--- src/rtl/ilid_pkg.sv ---
package ilid_pkg;

  localparam int CAPACITY   = 64;
  localparam int VALUE_BITS = 32;
  localparam int IDX_W      = $clog2(CAPACITY);
  localparam int CNT_W      = $clog2(CAPACITY + 1);
  localparam int POS_W      = 7;
  localparam int LEN_W      = 7;
  localparam int IN_DATA_W  = ((POS_W + VALUE_BITS + 7) / 8) * 8;
  localparam int OUT_DATA_W = ((VALUE_BITS + LEN_W + 7) / 8) * 8;

  typedef enum logic [1:0] {
    REQ_INSERT = 2'd0,
    REQ_DELETE = 2'd1,
    REQ_READ   = 2'd2
  } req_t;

  typedef enum logic [1:0] {
    ST_OK    = 2'd0,
    ST_FULL  = 2'd1,
    ST_RANGE = 2'd2
  } status_t;

  typedef struct packed {
    logic                  ins;
    logic                  del;
    logic [IDX_W-1:0]      pos;
    logic [VALUE_BITS-1:0] value;
    logic [IDX_W-1:0]      rd_pos;
  } cell_cmd_t;

endpackage

--- src/rtl/ilid_cell.sv ---
module ilid_cell (
  input  logic                            clk,
  input  ilid_pkg::cell_cmd_t             cmd,
  input  logic [ilid_pkg::IDX_W-1:0]      idx,
  input  logic [ilid_pkg::VALUE_BITS-1:0] left_q,
  input  logic [ilid_pkg::VALUE_BITS-1:0] right_q,
  output logic [ilid_pkg::VALUE_BITS-1:0] q,
  output logic [ilid_pkg::VALUE_BITS-1:0] sel_q
);

  logic [ilid_pkg::VALUE_BITS-1:0] q_r;
  logic [ilid_pkg::VALUE_BITS-1:0] q_nxt;

  always_comb begin
    q_nxt = q_r;
    if (cmd.ins) begin
      if (idx == cmd.pos) begin
        q_nxt = cmd.value;
      end else if (idx > cmd.pos) begin
        q_nxt = left_q;
      end
    end else if (cmd.del) begin
      if (idx >= cmd.pos) begin
        q_nxt = right_q;
      end
    end
  end

  always_ff @(posedge clk) begin
    q_r <= q_nxt;
  end

  assign q     = q_r;
  assign sel_q = (idx == cmd.rd_pos) ? q_r : '0;

endmodule

--- config.mk ---
export PLATFORM = sky130hd
export DESIGN_NAME = ilid_cell
export DESIGN_NICKNAME = d
export VERILOG_FILES = /design/src/rtl/ilid_pkg.sv /design/src/rtl/ilid_cell.sv
export SDC_FILE = /design/constraint.sdc
export NUM_CORES = 1
export LEC_CHECK = 0
export BUFFER_PORTS_ARGS = -buffer_cell sky130_fd_sc_hd__buf_2
export CAP_MARGIN = 20
export CELL_PAD_IN_SITES_DETAIL_PLACEMENT = 0
export CELL_PAD_IN_SITES_GLOBAL_PLACEMENT = 2
export CORE_UTILIZATION = 18
export DETAILED_ROUTE_END_ITERATION = 6
export GPL_ROUTABILITY_DRIVEN = 0
export PLACE_DENSITY_LB_ADDON = 0.1
export SYNTH_ARGS = -nofsm -noshare
export SYNTH_HDL_FRONTEND = slang
export SYNTH_SLANG_ARGS = --single-unit
--- constraint.sdc ---
create_clock -name clk -period 3.4 [get_ports clk]
set_input_delay 0.51 -clock clk [delete_from_list [all_inputs] [get_ports clk]]
set_output_delay 0.51 -clock clk [all_outputs]
set_load 0.01 [all_outputs]
---- After elaboration in Yosys (flattened, before gate mapping) ----
Cells that the tools add are included.
cells by class
  $lt $le $gt $ge ......................... 2
  eq/ne operators ......................... 3
  multiplexer cells ....................... 6
  reductions and logical operators ........ 3
operators by type and width
  cell                                           count
  2-to-1 mux 32 bit                              6
  == test 6 bit                                  2
  >= comparator 6 bit                            1
  > comparator 6 bit                             1
  nonzero test 2 bit                             2
  != test 3 x 1 -> 1 bit, second input constant  1
  AND reduction 3 bit                            1
word-level totals
  register bits after elaboration ......... 32
  input bits .............................. 117
  output and inout port bits .............. 64

---- Logic depth before layout (Yosys ltp) ----
Gate-level depths: netlist of the first run.
  word-level depth ........................ 4
  depth in mapped cells ................... 7
  gate-level depth less buffers ........... 5

---- Least setup slack after synthesis of the first run ----
No wires, ideal clock.
  kind .................................... in2reg
  start ................................... in cmd[43] (netlist bit)
  end ..................................... reg q_r, in the netlist q[0] (enable)
  library setup time ...................... 0.441 ns
  data arrival time ....................... 3.144 ns
  path slack .............................. -0.185 ns
  cell stages on the path ................. 7
  buffers on the path ..................... 2
  cell sequence ........................... inv_1 ha_1 and4_1 buf_4 buf_6 o21ai_1 a31oi_1
between the ends
  word-level cells in the longest chain between the ends .. 3
  elaborated cells on any way between the ends .. 6
RTL lines
  item                                                                                  RTL line         source
  start, declared                                                                       ilid_cell.sv:3   input ilid_pkg::cell_cmd_t cmd,
  > comparator 6 bit (tied with other cells)                                            ilid_cell.sv:19  end else if (idx > cmd.pos) begin
  != test 3 x 1 -> 1 bit (no source line) / nonzero test 2 bit (equally long branches)  --
  AND reduction 3 bit (no source line) *                                                --
  end signal, assigned                                                                  ilid_cell.sv:30  q_r <= q_nxt;
  end, declared                                                                         ilid_cell.sv:11  logic [ilid_pkg::VALUE_BITS-1:0] q_r;
Every way passes the cells marked *; elsewhere a longest branch is shown, timed or not.
A chain may end at the register's enable or synchronous reset.

---- Final worst setup path of the first run ----
  start ................................... in cmd[1] (netlist bit)
  end ..................................... out sel_q[13] (netlist bit)
between the ends
  word-level cells in the longest chain between the ends .. 2
RTL lines
  item               RTL line         source
  == test 6 bit      ilid_cell.sv:34  assign sel_q = (idx == cmd.rd_pos) ? q_r : '0;
  2-to-1 mux 32 bit  ilid_cell.sv:34
  end, declared      ilid_cell.sv:8   output logic [ilid_pkg::VALUE_BITS-1:0] sel_q
No other way between the ends.

==> results.py, run 1 <==
metrics = {
    "worst_setup_path": {
        "worst_setup_path_start_kind": "input pin",
        "cpMostUsedCell": "buf_2",
        "path_delay_family": "buffers and inverters",
        "cp_slowest_cell": "nand2_1",
        "crit_arrival_ns": 1.87,
        "required_ns": 2.89,
        "end_kind": "primary output",
        "path_cells": "buf_2, xnor2_1, nand2_1, buf_4, nor3_1, buf_2",
        "cpPeakStageDelay_ns": 0.39,
        "crit_fanout": 18,
        "worst-path-buf-inv": 3,
        "critPathKind": "in2out",
    },
    "power": {
        "power_mw": 1.424,
        "p_seq_share_pct": 38.4,
        "comb_power_share_pct": 26.6,
        "clockPowerShare_pct": 35.0,
        "p_sw_mw": 0.4209,
        "p_leak_nw": 1.629,
        "intPower_mw": 1.003,
        "swShare_pct": 29.57,
        "p_per_area_mw_per_mm2": 405.2,
        "irDropWorstVdd_v": 0.0001991,
    },
    "drt": {
        "met3_length_um": 574,
        "dr.pass1.iters": 4,
        "drtIter0Drc": 111,
        "drc": 0,
        "vias_per_cell": 4.292,
        "vias": 2661,
        "wl_met2_um": 4492,
        "highest_layer": "met4",
        "totalWireLength_um": 9471,
        "m1WireLength_um": 4324,
        "wl_per_cell_um": 15.28,
        "postRouteAntennaNets": 0,
    },
    "synthesis": {
        "yosys_warnings": 0,
        "synth_area_leaders": "edfxtp_1 (42%), nand4_1 (9.3%), a31oi_1 (9.0%), nor3_1 (7.0%), o21ai_0 (7.0%)",
        "syn-instance-count": 286,
        "avgSynthCellArea_um2": 8.037,
        "ys_seq_area_share_pct": 41.81,
        "syn_area_mm2": 0.002298,
        "ys_ff_latch": 32,
        "synth_top_area_share_pct": 41.81,
        "synth_top_area_cell": "edfxtp_1",
        "syn-num-nets": 409,
        "synth.distinct_cells": 21,
    },
    "job": {
        "drv_cap": 0,
    },
    "global_routing": {
        "grt_pass1_vias": 2578,
        "grt_pass1_wl_um": 13930,
        "track_usage_pct": 13.93,
        "grt_overflow": 0,
        "grt_max_degree": 65,
        "antenna_found_initial": 0,
    },
    "timing": {
        "max_slew.worst_pin.slew_ns": 0.6318,
        "tns_ns": 0,
        "setup_viol": 0,
        "whs_ns": 0.5875,
        "hold_viol": 0,
        "timing.final.crit_period_ns": 2.385,
        "rsz0062_at_grt": "false",
        "post-route-period-util_pct": 70.15,
        "slew_headroom_pct": 57.88,
        "slew_viol_final": 0,
        "clock.fmax_mhz": 419.3,
    },
    "placed_design": {
        "dpl.hpwl_um": 7107,
        "port_buffers": 180,
        "place_inst": 612,
    },
    "status": {
        "status": "completed",
    },
    "layout": {
        "multiInputGateArea_mm2": 0.001056,
        "nFillCells": 1385,
        "area_growth_pct": 52.86,
        "register_area_um2": 960.9,
        "mostFrequentLayoutCell": "buf_2",
        "mostFrequentLayoutCells": "buf_2 (180), inv_1 (38), nand4_1 (34)",
        "fin_nets": 574,
        "drive_above_1_share_pct": 43.36,
        "stdcell_count": 620,
        "antenna_cells": 0,
        "largest_register_ffs": 32,
    },
    "clocking": {
        "path_clk_slew_ns": 0.05,
        "clkSinkCount": 32,
        "post-cts-setup-buffers": 0,
        "cts-root-buf": "clkbuf_16",
        "post_cts_resized": 0,
        "cts_hold_buf": 0,
        "cts_tree": "built",
        "htreeDepth": 2,
        "clockBufferDepth": 2,
        "cts_made_buffers": 5,
    },
    "die": {
        "start_util_pct": 18.82,
        "die_area_mm2": 0.01323,
        "io_pins": 181,
        "die_x_um": 115,
        "core_area_mm2": 0.01221,
        "fp.dieH_um": 115,
        "row_count": 40,
    },
    "hold_path": {
        "hp-class": "in2reg",
    },
}
==> per-layer routing <==
layer / vias up / GRT usage [%]
met2: 113 / 23.78
met5: - / 0
met4: 0 / 3.377
li1: 1365 / -
met3: 5 / 2.319
met1: 1178 / 18.28
==> worst paths after layout <==
| check | start | to | slack [ns] | cells past startpoint |
|---|---|---|---|---|
| worst max-delay path | cmd[1] | sel_q[13] | 1.02 | 6 |
| worst min-delay path | right_q[12] | q[12]$_DFFE_PP_ | 0.59 | 3 |
==> stage by stage <==
stage | instance area [um2] | setup WS (ns) | util [%]
final | 3513 | 1.015 | 28.77
after global routing | 3513 | 0.8402 | 28.77
after CTS | 3513 | 0.9523 | 28.77
after detailed placement | 3351 | 0.7104 | 27.44
after global placement | 3351 | 0.7731 | 27.44
after floorplan | 2305 | 0.5764 | -
==> power groups by stage <==
stage                     logic (mW)  clock network (mW)  registers (mW)
after floorplan                0.162                   0           0.580
after global placement         0.385                   0           0.555
after detailed placement       0.386                   0           0.558
after CTS                      0.387               0.510           0.550
after global routing           0.422               0.530           0.555
final                          0.379               0.498           0.547
==> cells by family (layout without fill, tap and decap cells) <==
logic type,count (synthesis),count (layout),share of synthesized area (%)
xor gates and xnor gates,6,6,2.286
and+or+nand+nor,104,104,22.75
adders and majority gates,6,6,3.266
DFF,32,32,41.81
AOI/OAI and AO/OA,69,69,16.98
buffers and inverters,69,235,12.90
==> synth_stat cells (all sizes together) <==
cell type and number:
and4 1, o21ai 33, a31oi 33, clkbuf 15, ha 6, nor2 33, o22a 1, a21oi 2
edfxtp 32, buf 16, nor2b 1, inv 38, nand2 3, nand4 34, xnor2 6, nor3 32
==> layout make-up <==
cell class                      count  area share, %
Multi-Input combinational cell    185          30.06
Timing Repair Buffer              189          27.92
Sequential cell                    32          27.35
Tap cell                          168          5.983
Inverter                           38          4.060
Clock buffer                        5          3.561
Clock inverter                      3          1.068
Power figures use the tool's default switching activity.
==> run 2, diff against run 1 <==
CORE_UTILIZATION = 20   (was 18)
clock period = 2.2 ns   (was 3.4 ns; I/O delays follow)
==> run 2 against run 1 <==
Compared with the run above: utilization increased by 3.2 points; worst hold slack got worse by 0.18 ns; die area decreased by 9.8%; critical path depth unchanged; cell area increased by 0.25%; combinational power increased by 58%; flip-flop and latch count unchanged; first-iteration DRC count increased by 6.3%; highest routed layer unchanged; clock power increased by 56%; sequential power increased by 54%; sequential share of layout area decreased by 0.068 points.
==> results.py, run 2 (same netlist as run 1, synthesis figures left out) <==
metrics = {
    "global_routing": {
        "antenna_found_initial": 0,
        "grt_pass1_wl_um": 13170,
        "grt_overflow": 0,
        "grt_pass1_vias": 2551,
        "track_usage_pct": 14.59,
        "grt_max_degree": 65,
    },
    "layout": {
        "fin_nets": 578,
        "antenna_cells": 0,
        "drive_above_1_share_pct": 44.08,
        "register_area_um2": 960.9,
        "mostFrequentLayoutCells": "buf_2 (180), inv_1 (38), nand4_1 (34)",
        "nFillCells": 1222,
        "mostFrequentLayoutCell": "buf_2",
        "multiInputGateArea_mm2": 0.001056,
        "largest_register_ffs": 32,
        "area_growth_pct": 53.24,
    },
    "timing": {
        "timing.final.crit_period_ns": 1.729,
        "slew_viol_final": 0,
        "hold_viol": 0,
        "max_slew.worst_pin.slew_ns": 0.6062,
        "setup_viol": 0,
        "tns_ns": 0,
        "rsz0062_at_grt": "false",
        "slew_headroom_pct": 59.59,
        "post-route-period-util_pct": 78.61,
        "clock.fmax_mhz": 578.2,
    },
    "clocking": {
        "clkSinkCount": 32,
        "cts_made_buffers": 5,
        "cts_tree": "built",
        "cts_hold_buf": 0,
        "path_clk_slew_ns": 0.05,
        "clockBufferDepth": 2,
        "htreeDepth": 2,
        "post-cts-setup-buffers": 0,
        "post_cts_resized": 0,
        "cts-root-buf": "clkbuf_16",
    },
    "worst_setup_path": {
        "crit_arrival_ns": 1.40,
        "worst_setup_path_start_kind": "input pin",
        "required_ns": 1.87,
        "critPathKind": "in2out",
        "crit_fanout": 32,
        "end_kind": "primary output",
    },
    "placed_design": {
        "dpl.hpwl_um": 6846,
        "port_buffers": 180,
    },
    "hold_path": {
        "min_to": "q[23]$_DFFE_PP_",
        "hp-class": "in2reg",
        "min-delay-start": "right_q[23]",
        "min_path_cells": 3,
    },
    "status": {
        "status": "completed",
    },
    "drt": {
        "drtIter0Drc": 118,
        "dr.pass1.iters": 4,
        "wl_per_cell_um": 14.97,
        "postRouteAntennaNets": 0,
        "vias": 2683,
        "drc": 0,
        "vias_per_cell": 4.502,
        "totalWireLength_um": 8921,
    },
    "die": {
        "io_pins": 181,
        "start_util_pct": 20.84,
        "die_area_mm2": 0.01192,
        "fp.dieH_um": 109.2,
        "row_count": 38,
        "die_x_um": 109.2,
        "core_area_mm2": 0.01103,
    },
    "job": {
        "drv_cap": 0,
    },
    "power": {
        "p_leak_nw": 1.654,
        "p_per_area_mw_per_mm2": 630.4,
        "power_mw": 2.220,
        "irDropWorstVdd_v": 0.0003971,
    },
}
==> run 2: cell count changes in the layout (fill, tap and decap cells not counted) <==
cell | previous run | this run
clkbuf_1 | 0 | 1
clkinv_1 | 2 | 0
clkinv_2 | 0 | 1
buf_12 | 1 | 2
buf_4 | 8 | 11
==> run 2: layout make-up <==
| cell class | count | area share [%] |
|---|---|---|
| multi-input cells | 185 | 29.98 |
| well taps | 140 | 4.973 |
| flip-flops and latches | 32 | 27.28 |
| inverters | 38 | 4.050 |
| clock inverters | 2 | 0.9947 |
| clock buffers | 6 | 3.659 |
| repair buffers | 193 | 29.06 |
==> run 2: critical path: stages <==
cell     delay [ns]
buf_2          0.10
xnor2_1        0.20
nand4_1        0.11
buf_4          0.26
nor3_1         0.22
buf_2          0.16
==> run 2: worst max-delay path by stage <==
| stage | startpoint | to | slack (ns) | cells past startpoint |
|---|---|---|---|---|
| 2_1_floorplan | cmd[42] | q[0]$_DFFE_PP_ | 0.01 | 7 |
| 3_3_place_gp | idx[5] | q[16]$_DFFE_PP_ | 0.31 | 6 |
| 3_5_place_dp | idx[5] | q[14]$_DFFE_PP_ | 0.30 | 6 |
| 4_1_cts | cmd[2] | sel_q[21] | 0.45 | 6 |
| 5_1_grt | cmd[2] | sel_q[19] | 0.34 | 6 |
| 6_report | cmd[2] | sel_q[5] | 0.47 | 6 |
==> run 2: metal layers <==
| layer | up-vias | wire length (um) | track usage [%] |
|---|---|---|---|
| met4 | 0 | 84 | 3.048 |
| met1 | 1193 | 3900 | 18.09 |
| li1 | 1373 | - | - |
| met5 | - | 0 | 0 |
| met2 | 111 | 4312 | 25.65 |
| met3 | 6 | 624 | 3.347 |
==> run 2: power by group <==
group          internal (mW)  total, mW  switching (mW)  leakage (nW)
Combinational          0.246      0.597           0.351          1.27
Sequential             0.792      0.845          0.0529         0.308
Clock                  0.532      0.778           0.246        0.0808
==> run 2: per-stage QoR <==
stage	std cells	cell area (um2)	setup slack (ns)	utilization, %	hold WS, ns
2_1_floorplan	286	2317	0.009979	-	0.5793
3_3_place_gp	588	3358	0.3138	30.44	0.6808
3_5_place_dp	588	3358	0.3015	30.44	0.6828
4_1_cts	596	3522	0.4541	31.93	0.4041
5_1_grt	596	3522	0.3394	31.93	0.4188
6_report	596	3522	0.4706	31.93	0.4074
